===== config.mk =====
export PLATFORM = sky130hd
export DESIGN_NAME = cvpme_relax
export DESIGN_NICKNAME = d
export VERILOG_FILES = /design/src/rtl/core/cvpme_pkg.sv /design/src/rtl/core/cvpme_relax.sv
export SDC_FILE = /design/constraint.sdc
export NUM_CORES = 1
export LEC_CHECK = 0
export BUFFER_PORTS_ARGS = -buffer_cell sky130_fd_sc_hd__clkbuf_2
export CAP_MARGIN = 5
export CORE_MARGIN = 2
export CORE_UTILIZATION = 58
export DETAILED_ROUTE_END_ITERATION = 7
export HOLD_SLACK_MARGIN = 0.06
export PLACE_DENSITY = 0.82
export SYNTH_ARGS = -nofsm -noshare
export SYNTH_HDL_FRONTEND = slang
export SYNTH_SLANG_ARGS = --single-unit

===== constraint.sdc =====
create_clock -name clk -period 6.2 [get_ports clk]
set_input_delay 1.24 -clock clk [delete_from_list [all_inputs] [get_ports clk]]
set_output_delay 1.24 -clock clk [all_outputs]
set_load 0.02 [all_outputs]

===== src/rtl/core/cvpme_pkg.sv =====
// cvpme_pkg: shared types and fixed widths for the chain Viterbi Potts core.
// Item and result payload structs, relax-unit control struct.
// No dependencies.
package cvpme_pkg;

    localparam int COST_W = 32;
    localparam int IN_W   = 24;
    localparam int CFG_W  = 5;
    localparam logic [CFG_W-1:0] NUM_LABELS_RST = 5'd16;

    typedef struct packed {
        logic signed [IN_W-1:0] unary_cost;
        logic signed [IN_W-1:0] edge_cost;
        logic                   chain_end;
    } item_t;

    typedef struct packed {
        logic [5:0]               node_index;
        logic [4:0]               best_label;
        logic signed [COST_W-1:0] min_energy;
        logic                     last_result;
        logic                     overflow;
    } result_t;

    // Per-item mode for the relax datapath
    typedef struct packed {
        logic first_node;    // node 0: cost is the unary alone
        logic single_label;  // one label: stay only, no edge cost
    } relax_ctrl_t;

endpackage


===== src/rtl/core/cvpme_relax.sv =====
// cvpme_relax: two-stage saturating min-sum relax step for one label.
// Stage 1 forms the move cost, stage 2 picks stay/move and adds the unary (node 0: unary alone).
// Depends on cvpme_pkg.
module cvpme_relax (
    input  logic                                  clk,
    input  logic                                  load_move,
    input  logic                                  load_pick,
    input  cvpme_pkg::relax_ctrl_t                ctrl,
    input  logic signed [cvpme_pkg::COST_W-1:0]   stay_cost,
    input  logic signed [cvpme_pkg::COST_W-1:0]   move_base,
    input  logic signed [cvpme_pkg::IN_W-1:0]     edge_cost,
    input  logic signed [cvpme_pkg::IN_W-1:0]     unary_cost,
    output logic signed [cvpme_pkg::COST_W-1:0]   new_cost,
    output logic                                  took_move
);

    localparam int CW = cvpme_pkg::COST_W;

    function automatic logic signed [CW-1:0] sat32(input logic signed [CW:0] v);
        logic signed [CW-1:0] r;
        if (v[CW] != v[CW-1])
        begin
            r = v[CW] ? {1'b1, {(CW-1){1'b0}}} : {1'b0, {(CW-1){1'b1}}};
        end
        else
        begin
            r = v[CW-1:0];
        end
        return r;
    endfunction

    logic signed [CW-1:0]             stay_reg;
    logic signed [CW-1:0]             move_reg, move_next;
    logic signed [cvpme_pkg::IN_W-1:0] unary_reg;
    cvpme_pkg::relax_ctrl_t           ctrl_reg;
    logic signed [CW-1:0]             cost_reg, cost_next;
    logic                             took_reg, took_next;
    logic signed [CW-1:0]             pick;

    assign move_next = sat32((CW+1)'(move_base) + (CW+1)'(edge_cost));

    always_comb
    begin
        pick      = stay_reg;
        took_next = 1'b0;
        if (ctrl_reg.first_node)
        begin
            cost_next = CW'(unary_reg);
        end
        else
        begin
            // a tie goes to the move
            if (!ctrl_reg.single_label && !(stay_reg < move_reg))
            begin
                pick      = move_reg;
                took_next = 1'b1;
            end
            cost_next = sat32((CW+1)'(pick) + (CW+1)'(unary_reg));
        end
    end

    always_ff @(posedge clk)
    begin
        if (load_move)
        begin
            stay_reg  <= stay_cost;
            move_reg  <= move_next;
            unary_reg <= unary_cost;
            ctrl_reg  <= ctrl;
        end
        if (load_pick)
        begin
            cost_reg <= cost_next;
            took_reg <= took_next;
        end
    end

    assign new_cost  = cost_reg;
    assign took_move = took_reg;

endmodule


==> flow_metrics.tcl <==
set metrics [dict create \
    run_status "finished, final reports clean" \
    cts_resized 0 \
    viasPerCell 5.818 \
    ant_nets 0 \
    antenna_found_initial 0 \
    rr_endpoint "new_cost[30]$_DFFE_PP_" \
    syn2layout_area_growth_pct 16.40 \
    final_cell_mix "148 x clkbuf_2, 123 x edfxtp_1, 96 x a21oi_1" \
    synth_area_per_cell_sq_um 10.24 \
    cp-end-kind "flip-flop" \
    synth_top_area_share 0.4026 \
    cts_tree "yes" \
    cts-root-buf "clkbuf_16" \
    syn-num-nets 1110 \
    finalSetupViolCount 0 \
    p_leak_nw 4.573 \
    grt_use_total 0.2545 \
    fin_skew_ns 0.01148 \
    tns_ns 0 \
    routed_wl_um 20740 \
    antennaDiodeCount 0 \
    cts.clk_slew.worst_paths_ns 0.06 \
    path_class "flip-flop to flip-flop" \
    drv_cap 0 \
    chipWidth_um 129.8 \
    cp-endpoint "new_cost[30]$_DFFE_PP_" \
    peakVddDrop_mv 0.1780 \
    h-tree-depth 4 \
    startpoint_type "flip-flop" \
    layout.cells.non_filler 1268 \
    vias 7377 \
    overflow 0 \
    cpMostUsedCell "a21o_1" \
    yosysWarnings 0 \
    finalHoldViolations 0 \
    cts.sinks 123 \
    hold_path.class "flip-flop to flip-flop" \
    ys_seq_area_frac 0.4026 \
    synthArstFlopShare 0 \
    slew_headroom 0.3128 \
    postCtsHoldBufs 0 \
    wire_per_inst_um 16.35 \
    dpl.hpwl_um 15770 \
    ys_top_cells_by_area "edfxtp_1 40%, ha_1 13%, a21oi_1 5.2%" \
    hold-worst-slack_ns 0.6235 \
    clock_latency_ns 0.42 \
    slowest_stage "fa_1" \
    slew_violations 0 \
    initial_utilization 0.5991 \
    ys_ff_latch 123 \
    grt_pass1_wl_um 33950 \
    tightest_slew_ns 1.031 \
    grt_max_degree 64 \
    p_per_area_nw_per_um2 331.7 \
    placed_cells 1236 \
    drt_iter0_drc 549 \
    die_h_um 129.8 \
    post-route-period-util 0.9014 \
    yosysTopAreaCell "edfxtp_1" \
    crit_required_ns 6.37 \
    rsz0062_at_grt "false" \
    post-cts-setup-buffers 0 \
    drc 0 \
    cts_buffer_depth 2 \
    startpoint "stay_reg[9]$_DFFE_PP_" \
    syn_inst 896 \
    whs_path_depth 1 \
    synth.distinct_cells 78 \
    nFillCells 1190 \
    finalNetCount 1258 \
    rrSetupSlack_ns 0.61 \
    layout_commonest_cell "clkbuf_2" \
    syn_area_sq_um 9175 \
    synth_ff_type "edfxtp_1" \
    cp.arrival_ns 5.75 \
    synth_enable_flop_cells 123 \
    portBuffers 149 \
    top_level_ports 150 \
    timing.rr.start "stay_reg[9]$_DFFE_PP_" \
    crit_chain "ha_1, a21o_1, a21o_1, a21o_1, a211oi_1, o21ai_0, a21o_1, a21oi_1, o21ai_2, mux2_2, ha_1, fa_1, a211oi_1, o21bai_1, o221ai_1, a31oi_1, o311ai_1, a211oi_1, a211oi_2, buf_4, nor2_1, a41o_1" \
    min_period_ns 5.589 \
    core_area_sq_um 15310 \
    critPathMaxStageDelay_ns 0.43 \
    placementRows 45 \
    layout-drive-gt1-share 0.2422 \
    die_area_sq_um 16840 \
    crit_path_max_fanout 20 \
    cts_inserted_buffers 17 \
    gp_congestion 0.9553 \
    dr.pass1.iters 5 \
    reg2reg_depth 22 \
    grt_pass1_vias 6988 \
    timing.fmax_mhz 178.9 \
]
final cells by class:
class / count / area (sq um) / share of cell area
clock buffer: 17 / 425.4 / 0.03983
clock inverter: 15 / 162.7 / 0.01523
inverter: 64 / 240.2 / 0.02249
multi-input combinational: 684 / 5096 / 0.4772
sequential: 123 / 3694 / 0.3458
tap: 211 / 264.0 / 0.02472
timing repair buffer: 154 / 798.3 / 0.07474
worst min-delay path by stage:
stage / start / endpoint / slack [ns]
2_1_floorplan: unary_reg[21]$_DFFE_PP_ / new_cost[21]$_DFFE_PP_ / 0.56
3_3_place_gp: unary_reg[0]$_DFFE_PP_ / new_cost[0]$_DFFE_PP_ / 0.60
3_5_place_dp: unary_reg[0]$_DFFE_PP_ / new_cost[0]$_DFFE_PP_ / 0.60
4_1_cts: unary_reg[0]$_DFFE_PP_ / new_cost[0]$_DFFE_PP_ / 0.61
5_1_grt: unary_reg[0]$_DFFE_PP_ / new_cost[0]$_DFFE_PP_ / 0.64
6_report: unary_reg[0]$_DFFE_PP_ / new_cost[0]$_DFFE_PP_ / 0.62
metal layers:
layer / vias up / part of all wire / global-route usage
met5: - / 0 / 0
met4: 0 / 0.020 / 0.07084
met3: 40 / 0.069 / 0.05289
met2: 285 / 0.46 / 0.4192
met1: 3360 / 0.45 / 0.3438
li1: 3692 / - / -
kinds of logic after synthesis:
group	share of synthesized area
AO/OA/AOI/OAI	0.2129
adder cells (fa/ha/maj)	0.1394
multiplexers	0.04050
XOR/XNOR	0.04787
buffers and inverters	0.04241
flip-flops	0.4026
AND/OR/NAND/NOR	0.1144
synth_stat cells (3+ instances only):
cell type / n
edfxtp_1: 123
a21oi_1: 96
ha_1: 95
inv_1: 64
nand2_1: 60
o21ai_0: 50
nor2_1: 44
mux2_2: 33
xnor2_1: 25
a21o_1: 24
xor2_1: 22
nand3_1: 19
nor2b_1: 18
a211oi_1: 15
clkbuf_1: 15
a21oi_2: 14
nand2b_1: 13
a221oi_1: 12
nand4_1: 12
o21bai_1: 12
o211ai_1: 9
nor3_1: 8
a31oi_1: 7
a22o_1: 6
and2_1: 6
buf_6: 6
o21ai_1: 6
maj3_1: 5
a221o_1: 4
and3_1: 4
o21a_1: 4
or3_1: 4
o22ai_1: 3
critical path, delay by kind of cell (launching register included):
kind                     cells  cell delay [ns]
AO/OA/AOI/OAI               16             3.20
adder cells (fa/ha/maj)      3             1.01
flip-flops                   1             0.40
multiplexers                 1             0.35
buffers and inverters        1             0.27
AND/OR/NAND/NOR              1             0.11
through the flow:
step                      worst slack [ns]  power, mW  cell area (sq um)  utilization
after floorplan                      1.286      2.200               9175            -
after global placement              0.8539      2.509              10090       0.6590
after detailed placement            0.7369      2.533              10090       0.6590
after CTS                           0.6708      3.541              10680       0.6974
after global routing                0.3055      3.756              10680       0.6974
final                               0.6114      3.543              10680       0.6974
where the power goes:
group / switching, mW / internal, mW
clock network: 0.390 / 0.598
logic: 0.811 / 0.586
registers: 0.0674 / 1.09
No activity file was read; power rests on OpenSTA's default activity.
